**config.mk**
```make
export PLATFORM = sky130hd
export DESIGN_NAME = ax25_ui_frame_builder_flat
export DESIGN_NICKNAME = d
export VERILOG_FILES = /design/src/hw/rtl/ax25fb_pkg.sv /design/src/hw/rtl/ax25fb_in_if.sv /design/src/hw/rtl/ax25fb_out_if.sv /design/src/hw/rtl/ax25fb_cfg_if.sv /design/src/hw/rtl/ax25_ui_frame_builder.sv /design/src/hw/rtl/ax25fb_front.sv /design/src/hw/rtl/ax25fb_queue.sv /design/src/hw/rtl/ax25fb_back.sv /design/src/flat_wrapper.sv
export SDC_FILE = /design/constraint.sdc
export NUM_CORES = 1
export LEC_CHECK = 0
export BUFFER_PORTS_ARGS = -buffer_cell sky130_fd_sc_hd__buf_2
export CORE_ASPECT_RATIO = 1.75
export CORE_MARGIN = 2
export CORE_UTILIZATION = 60
export DETAILED_ROUTE_END_ITERATION = 8
export PLACE_DENSITY = 0.82
export SYNTH_ARGS = -nofsm -noshare
export SYNTH_HDL_FRONTEND = slang
export SYNTH_SLANG_ARGS = --single-unit
```
**constraint.sdc**
```tcl
create_clock -name clk -period 4.4 [get_ports clk]
set_input_delay 0.66 -clock clk [delete_from_list [all_inputs] [get_ports clk]]
set_output_delay 0.66 -clock clk [all_outputs]
set_load 0.05 [all_outputs]
```
**src/hw/rtl/ax25fb_pkg.sv**
```systemverilog
package ax25fb_pkg;

  localparam int unsigned CFG_IDX_W = 8;
  localparam int unsigned CALL_W    = 48;
  localparam int unsigned SSID_W    = 4;

  // Configuration register indexes.
  localparam logic [CFG_IDX_W-1:0] CFG_DEST_CALL = 8'd0;
  localparam logic [CFG_IDX_W-1:0] CFG_DEST_SSID = 8'd1;
  localparam logic [CFG_IDX_W-1:0] CFG_SRC_CALL  = 8'd2;
  localparam logic [CFG_IDX_W-1:0] CFG_SRC_SSID  = 8'd3;

  localparam logic [CALL_W-1:0] CALL_RESET = 48'h2020_2020_2020;

  localparam logic [7:0]  FLAG_BYTE  = 8'h7E;
  localparam logic [7:0]  CTRL_UI    = 8'h03;
  localparam logic [7:0]  PID_NONE   = 8'hF0;
  localparam logic [7:0]  SPACE_SHL  = 8'h40;
  localparam logic [15:0] CRC_POLY   = 16'h8408;
  localparam logic [15:0] CRC_INIT   = 16'hFFFF;

  // Positions within the frame opening.
  localparam int unsigned OPEN_IDX_W = 5;
  localparam logic [OPEN_IDX_W-1:0] IDX_DEST0     = 5'd3;
  localparam logic [OPEN_IDX_W-1:0] IDX_DEST_SSID = 5'd9;
  localparam logic [OPEN_IDX_W-1:0] IDX_SRC0      = 5'd10;
  localparam logic [OPEN_IDX_W-1:0] IDX_SRC_SSID  = 5'd16;
  localparam logic [OPEN_IDX_W-1:0] IDX_CTRL      = 5'd17;
  localparam logic [OPEN_IDX_W-1:0] IDX_PID       = 5'd18;

  localparam int unsigned QUEUE_DEPTH = 4;
  localparam int unsigned QPTR_W      = 2;

  typedef struct packed {
    logic [CALL_W-1:0] dest_call;
    logic [SSID_W-1:0] dest_ssid;
    logic [CALL_W-1:0] src_call;
    logic [SSID_W-1:0] src_ssid;
  } cfg_t;

  // One classified item on its way from the front to the back.
  typedef struct packed {
    logic [7:0] info_byte;
    logic       frame_last;
    logic       open;
    logic       keep;
  } q_entry_t;

  function automatic logic [15:0] crc_byte(input logic [15:0] crc, input logic [7:0] b);
    logic [15:0] c;
    c = crc ^ {8'h00, b};
    for (int k = 0; k < 8; k++) begin
      c = c[0] ? ((c >> 1) ^ CRC_POLY) : (c >> 1);
    end
    return c;
  endfunction

  // Callsign character at a position, shifted left; a zero character and all after it
  // go out as spaces.
  function automatic logic [7:0] addr_char(input logic [CALL_W-1:0] call,
                                           input logic [2:0] pos);
    logic       ended;
    logic [7:0] c;
    logic [7:0] res;
    ended = 1'b0;
    res   = SPACE_SHL;
    for (int k = 0; k < 6; k++) begin
      c = call[CALL_W-1-8*k -: 8];
      if (c == 8'h00) begin
        ended = 1'b1;
      end
      if (k == int'(pos)) begin
        res = ended ? SPACE_SHL : {c[6:0], 1'b0};
      end
    end
    return res;
  endfunction

  function automatic logic [7:0] open_byte(input cfg_t cfg, input logic [OPEN_IDX_W-1:0] idx);
    logic [OPEN_IDX_W-1:0] d_off;
    logic [OPEN_IDX_W-1:0] s_off;
    logic [7:0]            res;
    d_off = idx - IDX_DEST0;
    s_off = idx - IDX_SRC0;
    if (idx < IDX_DEST0) begin
      res = FLAG_BYTE;
    end else if (idx < IDX_DEST_SSID) begin
      res = addr_char(cfg.dest_call, d_off[2:0]);
    end else if (idx == IDX_DEST_SSID) begin
      res = {3'b011, cfg.dest_ssid, 1'b0};
    end else if (idx < IDX_SRC_SSID) begin
      res = addr_char(cfg.src_call, s_off[2:0]);
    end else if (idx == IDX_SRC_SSID) begin
      res = {3'b011, cfg.src_ssid, 1'b1};
    end else if (idx == IDX_CTRL) begin
      res = CTRL_UI;
    end else begin
      res = PID_NONE;
    end
    return res;
  endfunction

endpackage

```
**src/hw/rtl/ax25fb_in_if.sv**
```systemverilog
interface ax25fb_in_if;
  logic       valid;
  logic       ready;
  logic [7:0] info_byte;
  logic       frame_last;

  modport source (output valid, output info_byte, output frame_last, input ready);
  modport sink   (input valid, input info_byte, input frame_last, output ready);
endinterface

```
**src/hw/rtl/ax25fb_out_if.sv**
```systemverilog
interface ax25fb_out_if;
  logic       valid;
  logic       ready;
  logic [7:0] out_byte;
  logic       run_last;
  logic       frame_done;

  modport source (output valid, output out_byte, output run_last, output frame_done,
                  input ready);
  modport sink   (input valid, input out_byte, input run_last, input frame_done,
                  output ready);
endinterface

```
**src/hw/rtl/ax25fb_cfg_if.sv**
```systemverilog
interface ax25fb_cfg_if;
  logic                              valid;
  logic                              ready;
  logic [ax25fb_pkg::CFG_IDX_W-1:0]  index;
  logic [ax25fb_pkg::CALL_W-1:0]     data;

  modport source (output valid, output index, output data, input ready);
  modport sink   (input valid, input index, input data, output ready);
endinterface

```
**src/hw/rtl/ax25_ui_frame_builder.sv**
```systemverilog
// The first byte an item causes passes through the queue and is then registered in the
// output stage.
// One output byte per cycle while the output is ready and the queue holds an entry; an
// item causes 1 byte for a plain info byte, 20 for a frame's first byte, up to 23 in all.
// Input stalls only when the four-entry queue ahead of the byte sequencer is full.
// Reset (rst, synchronous, active high) clears the queue, closes any open frame,
// sets the CRC to 0xFFFF and loads both callsigns with six spaces and SSIDs with zero.
module ax25_ui_frame_builder #(
  parameter int unsigned MAX_INFO = 256
) (
  input  logic          clk,
  input  logic          rst,
  ax25fb_in_if.sink     in_ch,
  ax25fb_out_if.source  out_ch,
  ax25fb_cfg_if.sink    cfg_ch
);

  // The configuration registers are always ready to be written. They are meant to be
  // changed only between frames, so the sequencer reads them directly while it sends
  // the address fields of a frame opening.
  ax25fb_pkg::cfg_t     cfg;

  // The front classifies each item (does it open a frame, is it kept or dropped for
  // overflow) and the back turns each queue entry into its run of frame bytes.
  logic                 push;
  ax25fb_pkg::q_entry_t push_data;
  logic                 q_full;
  logic                 pop;
  ax25fb_pkg::q_entry_t head;
  logic                 q_empty;

  assign cfg_ch.ready = 1'b1;

  always_ff @(posedge clk) begin
    if (rst) begin
      cfg.dest_call <= ax25fb_pkg::CALL_RESET;
      cfg.dest_ssid <= '0;
      cfg.src_call  <= ax25fb_pkg::CALL_RESET;
      cfg.src_ssid  <= '0;
    end else if (cfg_ch.valid) begin
      // Writes to an index beyond the register list are ignored.
      case (cfg_ch.index)
        ax25fb_pkg::CFG_DEST_CALL: cfg.dest_call <= cfg_ch.data;
        ax25fb_pkg::CFG_DEST_SSID: cfg.dest_ssid <= cfg_ch.data[ax25fb_pkg::SSID_W-1:0];
        ax25fb_pkg::CFG_SRC_CALL:  cfg.src_call  <= cfg_ch.data;
        ax25fb_pkg::CFG_SRC_SSID:  cfg.src_ssid  <= cfg_ch.data[ax25fb_pkg::SSID_W-1:0];
        default: begin
        end
      endcase
    end
  end

  ax25fb_front #(
    .MAX_INFO (MAX_INFO)
  ) u_front (
    .clk       (clk),
    .rst       (rst),
    .in_ch     (in_ch),
    .q_full    (q_full),
    .push      (push),
    .push_data (push_data)
  );

  ax25fb_queue u_queue (
    .clk       (clk),
    .rst       (rst),
    .push      (push),
    .push_data (push_data),
    .full      (q_full),
    .pop       (pop),
    .head      (head),
    .empty     (q_empty)
  );

  // The back holds the running CRC and a registered output stage, so a waiting
  // output item holds up the front only once the queue has filled.
  ax25fb_back u_back (
    .clk    (clk),
    .rst    (rst),
    .cfg    (cfg),
    .head   (head),
    .empty  (q_empty),
    .pop    (pop),
    .out_ch (out_ch)
  );

endmodule

```
**src/hw/rtl/ax25fb_front.sv**
```systemverilog
module ax25fb_front #(
  parameter int unsigned MAX_INFO = 256
) (
  input  logic                 clk,
  input  logic                 rst,
  ax25fb_in_if.sink            in_ch,
  input  logic                 q_full,
  output logic                 push,
  output ax25fb_pkg::q_entry_t push_data
);

  localparam int unsigned CNT_W = $clog2(MAX_INFO + 1);

  logic             in_frame;
  logic [CNT_W-1:0] info_count;
  logic             accept;
  logic             keep;

  assign in_ch.ready = !q_full;
  assign accept      = in_ch.valid && in_ch.ready;
  assign keep        = info_count < CNT_W'(MAX_INFO);

  // An overflowing byte that does not close the frame has nothing to send.
  assign push                 = accept && (keep || in_ch.frame_last);
  assign push_data.info_byte  = in_ch.info_byte;
  assign push_data.frame_last = in_ch.frame_last;
  assign push_data.open       = !in_frame;
  assign push_data.keep       = keep;

  always_ff @(posedge clk) begin
    if (rst) begin
      in_frame   <= 1'b0;
      info_count <= '0;
    end else if (accept) begin
      if (in_ch.frame_last) begin
        in_frame   <= 1'b0;
        info_count <= '0;
      end else begin
        in_frame <= 1'b1;
        if (keep) begin
          info_count <= info_count + 1'b1;
        end
      end
    end
  end

endmodule

```
**src/hw/rtl/ax25fb_queue.sv**
```systemverilog
module ax25fb_queue (
  input  logic                 clk,
  input  logic                 rst,
  input  logic                 push,
  input  ax25fb_pkg::q_entry_t push_data,
  output logic                 full,
  input  logic                 pop,
  output ax25fb_pkg::q_entry_t head,
  output logic                 empty
);

  ax25fb_pkg::q_entry_t               mem [ax25fb_pkg::QUEUE_DEPTH];
  logic [ax25fb_pkg::QPTR_W-1:0]      wr_ptr;
  logic [ax25fb_pkg::QPTR_W-1:0]      rd_ptr;
  logic [ax25fb_pkg::QPTR_W:0]        count;

  assign full  = count == (ax25fb_pkg::QPTR_W+1)'(ax25fb_pkg::QUEUE_DEPTH);
  assign empty = count == '0;
  assign head  = mem[rd_ptr];

  always_ff @(posedge clk) begin
    if (push) begin
      mem[wr_ptr] <= push_data;
    end
  end

  always_ff @(posedge clk) begin
    if (rst) begin
      wr_ptr <= '0;
      rd_ptr <= '0;
      count  <= '0;
    end else begin
      if (push) begin
        wr_ptr <= wr_ptr + 1'b1;
      end
      if (pop) begin
        rd_ptr <= rd_ptr + 1'b1;
      end
      if (push && !pop) begin
        count <= count + 1'b1;
      end else if (pop && !push) begin
        count <= count - 1'b1;
      end
    end
  end

endmodule

```
**src/hw/rtl/ax25fb_back.sv**
```systemverilog
module ax25fb_back (
  input  logic                 clk,
  input  logic                 rst,
  input  ax25fb_pkg::cfg_t     cfg,
  input  ax25fb_pkg::q_entry_t head,
  input  logic                 empty,
  output logic                 pop,
  ax25fb_out_if.source         out_ch
);

  typedef enum logic [2:0] {
    P_OPEN,
    P_INFO,
    P_FCS_LO,
    P_FCS_HI,
    P_CLOSE
  } phase_t;

  phase_t                                phase;
  phase_t                                cur_phase;
  phase_t                                phase_next;
  logic                                  busy;
  logic [ax25fb_pkg::OPEN_IDX_W-1:0]     idx;
  logic [ax25fb_pkg::OPEN_IDX_W-1:0]     cur_idx;
  logic [15:0]                           fcs;
  logic [7:0]                            cur_byte;
  logic                                  covered;
  logic                                  done;
  logic                                  advance;
  logic                                  emit;

  logic                                  ovalid;
  logic [7:0]                            obyte;
  logic                                  orun_last;
  logic                                  oframe_done;

  assign out_ch.valid      = ovalid;
  assign out_ch.out_byte   = obyte;
  assign out_ch.run_last   = orun_last;
  assign out_ch.frame_done = oframe_done;

  assign advance = !ovalid || out_ch.ready;
  assign emit    = advance && !empty;
  assign pop     = emit && done;

  always_comb begin
    if (busy) begin
      cur_phase = phase;
      cur_idx   = idx;
    end else begin
      cur_idx   = '0;
      if (head.open) begin
        cur_phase = P_OPEN;
      end else if (head.keep) begin
        cur_phase = P_INFO;
      end else begin
        cur_phase = P_FCS_LO;
      end
    end

    done       = 1'b0;
    phase_next = cur_phase;
    covered    = 1'b0;
    case (cur_phase)
      P_OPEN: begin
        cur_byte = ax25fb_pkg::open_byte(cfg, cur_idx);
        covered  = cur_idx >= ax25fb_pkg::IDX_DEST0;
        if (cur_idx == ax25fb_pkg::IDX_PID) begin
          phase_next = head.keep ? P_INFO : P_FCS_LO;
        end
      end
      P_INFO: begin
        cur_byte = head.info_byte;
        covered  = 1'b1;
        if (head.frame_last) begin
          phase_next = P_FCS_LO;
        end else begin
          done = 1'b1;
        end
      end
      P_FCS_LO: begin
        cur_byte   = ~fcs[7:0];
        phase_next = P_FCS_HI;
      end
      P_FCS_HI: begin
        cur_byte   = ~fcs[15:8];
        phase_next = P_CLOSE;
      end
      P_CLOSE: begin
        cur_byte = ax25fb_pkg::FLAG_BYTE;
        done     = 1'b1;
      end
      default: begin
        cur_byte = ax25fb_pkg::FLAG_BYTE;
        done     = 1'b1;
      end
    endcase
  end

  always_ff @(posedge clk) begin
    if (rst) begin
      phase       <= P_OPEN;
      busy        <= 1'b0;
      idx         <= '0;
      fcs         <= ax25fb_pkg::CRC_INIT;
      ovalid      <= 1'b0;
      obyte       <= '0;
      orun_last   <= 1'b0;
      oframe_done <= 1'b0;
    end else if (emit) begin
      ovalid      <= 1'b1;
      obyte       <= cur_byte;
      orun_last   <= done;
      oframe_done <= cur_phase == P_CLOSE;
      busy        <= !done;
      phase       <= phase_next;
      idx         <= (cur_phase == P_OPEN) ? cur_idx + 1'b1 : '0;
      if (cur_phase == P_CLOSE) begin
        fcs <= ax25fb_pkg::CRC_INIT;
      end else if (covered) begin
        fcs <= ax25fb_pkg::crc_byte(fcs, cur_byte);
      end
    end else if (advance) begin
      ovalid <= 1'b0;
    end
  end

endmodule

```
**src/flat_wrapper.sv**
```systemverilog
// flat-port wrapper written by rule: the top's interface ports become plain ports
module ax25_ui_frame_builder_flat 
#(
  parameter int unsigned MAX_INFO = 256
)
  (clk, rst, in_ch_valid, in_ch_info_byte, in_ch_frame_last, in_ch_ready, out_ch_valid, out_ch_out_byte, out_ch_run_last, out_ch_frame_done, out_ch_ready, cfg_ch_valid, cfg_ch_index, cfg_ch_data, cfg_ch_ready);
  ax25fb_in_if in_ch_i ();
  ax25fb_out_if out_ch_i ();
  ax25fb_cfg_if cfg_ch_i ();
  input  logic clk;
  input  logic rst;
  input wire logic [$bits(in_ch_i.valid)-1:0] in_ch_valid;
  input wire logic [$bits(in_ch_i.info_byte)-1:0] in_ch_info_byte;
  input wire logic [$bits(in_ch_i.frame_last)-1:0] in_ch_frame_last;
  output wire logic [$bits(in_ch_i.ready)-1:0] in_ch_ready;
  output wire logic [$bits(out_ch_i.valid)-1:0] out_ch_valid;
  output wire logic [$bits(out_ch_i.out_byte)-1:0] out_ch_out_byte;
  output wire logic [$bits(out_ch_i.run_last)-1:0] out_ch_run_last;
  output wire logic [$bits(out_ch_i.frame_done)-1:0] out_ch_frame_done;
  input wire logic [$bits(out_ch_i.ready)-1:0] out_ch_ready;
  input wire logic [$bits(cfg_ch_i.valid)-1:0] cfg_ch_valid;
  input wire logic [$bits(cfg_ch_i.index)-1:0] cfg_ch_index;
  input wire logic [$bits(cfg_ch_i.data)-1:0] cfg_ch_data;
  output wire logic [$bits(cfg_ch_i.ready)-1:0] cfg_ch_ready;
  assign in_ch_i.valid = in_ch_valid;
  assign in_ch_i.info_byte = in_ch_info_byte;
  assign in_ch_i.frame_last = in_ch_frame_last;
  assign in_ch_ready = in_ch_i.ready;
  assign out_ch_valid = out_ch_i.valid;
  assign out_ch_out_byte = out_ch_i.out_byte;
  assign out_ch_run_last = out_ch_i.run_last;
  assign out_ch_frame_done = out_ch_i.frame_done;
  assign out_ch_i.ready = out_ch_ready;
  assign cfg_ch_i.valid = cfg_ch_valid;
  assign cfg_ch_i.index = cfg_ch_index;
  assign cfg_ch_i.data = cfg_ch_data;
  assign cfg_ch_ready = cfg_ch_i.ready;
  ax25_ui_frame_builder #(.MAX_INFO(MAX_INFO)) u_core (.clk(clk), .rst(rst), .in_ch(in_ch_i), .out_ch(out_ch_i), .cfg_ch(cfg_ch_i));
endmodule
```
==> impl_metrics.env <==
export IMPL_status="complete, no violations"
export IMPL_cp_arrival_ns=4.47
export IMPL_power_density_mw_per_mm2=493.4
export IMPL_fillers=1349
export IMPL_maxCapViolCount=0
export IMPL_ctsHtreeMaxLevel=1
export IMPL_drtPass1Iterations=6
export IMPL_drv_slew=0
export IMPL_tightest_slew_ns=1.096
export IMPL_min_from="in_ch_info_byte[3]"
export IMPL_rsz0062_at_grt="no"
export IMPL_final_util_pct=68.19
export IMPL_vias=9045
export IMPL_root_buffer="clkbuf_16"
export IMPL_antenna_found_initial=0
export IMPL_syn_inst=1166
export IMPL_instances_no_fill=1453
export IMPL_cts_buffers=19
export IMPL_hold_viol_final=0
export IMPL_tns_ns=0
export IMPL_min_path_type="input pin to register"
export IMPL_fmax_mhz=244.2
export IMPL_hold_buffers=0
export IMPL_leakagePower_uw=0.003987
export IMPL_cts_resized=0
export IMPL_die_y_um=175.1
export IMPL_grt_overflow=0
export IMPL_required_ns=4.78
export IMPL_wl_um=29120
export IMPL_gp_congestion=0.9839
export IMPL_multi_input_area_sq_mm=0.005129
export IMPL_synth_edf_count=44
export IMPL_num_nets_final=1303
export IMPL_ys_seq_elements=203
export IMPL_synth_nets=1252
export IMPL_placed_cells=1420
export IMPL_r2r_start="u_core.u_back.busy"
export IMPL_grt_max_degree=68
export IMPL_synthArstFlopShare_pct=0
export IMPL_coreArea_sq_mm=0.01637
export IMPL_ys_flop_type="dfxtp_1"
export IMPL_fin_crit_sh_pct=93.06
export IMPL_drt_iter0_markers=550
export IMPL_startpoint="u_core.u_back.busy"
export IMPL_grt_pass1_wl_um=45050
export IMPL_syn_to_final_growth_pct=11.21
export IMPL_drive_gt1_share_pct=14.24
export IMPL_critPathCaptureType="register"
export IMPL_max_vdd_ir_drop_mv=0.4693
export IMPL_grt_pass1_vias=8635
export IMPL_drc_errors=0
export IMPL_die_area_sq_mm=0.01782
export IMPL_setup_viol=0
export IMPL_yosys_warnings=0
export IMPL_rows=62
export IMPL_cp_start_kind="register"
export IMPL_drtAntennaViolNets=0
export IMPL_pin_count=83
export IMPL_port_buffers=81
export IMPL_final_cell_mix="nand2_1 (246), dfxtp_1 (159), a21oi_1 (131)"
export IMPL_dp_hpwl_um=21850
export IMPL_avgSynthCellArea_sq_um=8.607
export IMPL_antennaDiodeCount=0
export IMPL_start_util_pct=61.31
export IMPL_grt_total_usage_pct=32.55
export IMPL_min_period_ns=4.095
export IMPL_skew_ns=0.01104
export IMPL_wl_per_cell_um=20.04
export IMPL_slew_headroom_pct=26.90
export IMPL_ys_types=91
export IMPL_die_x_um=101.8
export IMPL_cts_sinks=203
export IMPL_cts_tree="yes"
export IMPL_final_common_cell="nand2_1"
export IMPL_regArea_sq_mm=0.004504
export IMPL_post_cts_buffers=0
export IMPL_clock_latency_ns=0.49
export IMPL_viasPerCell=6.225
export IMPL_yosysSeqAreaShare_pct=44.88
export IMPL_path_class="register to register"
export IMPL_clk_pin_slew_ns=0.07
export IMPL_path_max_fanout=12
export IMPL_clockBufferDepth=3
export IMPL_syn_area_sq_mm=0.01004
cell usage after synthesis, types with 4 or more instances:
master	number	area (sq um)
nand2_1	246	923.4
dfxtp_1	159	3183
a21oi_1	131	655.6
nor2_1	71	266.5
clkbuf_1	58	217.7
edfxtp_1	44	1321
o21ai_0	35	175.2
nand3_1	30	150.1
inv_1	29	108.9
nor4_1	26	162.7
a31oi_1	21	131.4
nand3b_1	19	142.6
nor3_1	19	95.09
mux2i_1	16	160.2
ha_1	15	187.7
and2_1	12	75.07
nand4_1	12	75.07
xnor2_1	11	96.34
xor2_1	11	96.34
a211oi_1	10	75.07
mux4_2	10	225.2
a311oi_1	9	78.83
buf_2	9	45.04
nand2b_1	8	50.05
nor2b_1	8	50.05
and3_1	7	43.79
a21o_1	6	45.04
a32oi_1	6	52.55
or4_1	6	45.04
a211o_1	5	43.79
o221ai_1	5	43.79
o311ai_0	5	43.79
a221oi_1	4	35.03
nor3b_1	4	30.03
o2111ai_1	4	35.03
o211ai_1	4	30.03
o22ai_1	4	25.02
o31ai_1	4	30.03
or2_2	4	25.02
per-layer routing:
metal / vias up / global-route usage [%] / routed length [um]
met5: - / 0 / 0
met4: 0 / 25.39 / 2577
met3: 129 / 4.400 / 1202
met2: 316 / 58.33 / 15400
met1: 4287 / 32.54 / 9943
li1: 4313 / - / -
power by group:
part,switching (uW),internal [uW],leakage (uW)
clock network,703,832,0.000274
registers,145,2090,0.00168
logic,1110,630,0.00204
critical path, cell delays in order, from the launching register on:
cell	delay, ns
dfxtp_1	0.58
nand2_1	0.21
inv_1	0.20
ha_1	0.32
a21boi_1	0.42
nor2_2	0.16
nor2b_1	0.32
a31oi_1	0.13
a2111oi_1	0.59
nor4_1	0.14
o21ai_0	0.25
o211ai_1	0.19
a2111oi_2	0.39
nor3_1	0.08
flip-flops by register name, summed over array words and instances, names as in the netlist, 2 cells and up, named ones only:
name / count
u_core.cfg: 104
u_core.u_queue.mem: 44
u_core.u_back.fcs: 16
u_core.u_front.info_count: 9
u_core.u_back.out_ch.out_byte: 8
u_core.u_back.idx: 5
u_core.u_back.phase: 3
u_core.u_queue.count: 3
u_core.u_queue.rd_ptr: 2
u_core.u_queue.wr_ptr: 2
cell families after synthesis:
group                    synth area share, %
adder cells (fa/ha/maj)                2.070
flip-flops                             44.88
XOR/XNOR                               2.244
AND/OR/NAND/NOR                        23.14
multiplexers                           3.952
buffers and inverters                  4.064
AO/OA/AOI/OAI                          19.61
other                                0.03737
worst paths after layout:
path,to,slack [ns],cells past startpoint
max,u_core.u_back.fcs[8],0.31,13
max reg2reg,u_core.u_back.fcs[8],0.31,13
min,u_core.u_queue.mem[0][6],0.38,1
min reg2reg,u_core.cfg[87],0.46,2
final cells by class:
cell class,instances,share of cell area (%)
multi-input combinational,861,45.95
sequential,203,40.36
timing repair buffer,101,5.000
clock buffer,23,4.574
tap,224,2.511
inverter,31,1.043
clock inverter,10,0.5605
per-stage QoR:
step,instance area [sq um],total power [uW],hold WS (ns),setup slack (ns)
6_report,11160,5506,0.3832,0.3054
2_1_floorplan,10040,3538,0.4263,0.5705
3_5_place_dp,10590,3982,0.4537,0.4204
3_3_place_gp,10590,3937,0.4435,0.5257
5_1_grt,11160,5761,0.3814,0.04899
4_1_cts,11160,5505,0.3760,0.4116
No activity file was read; power rests on OpenSTA's default activity.
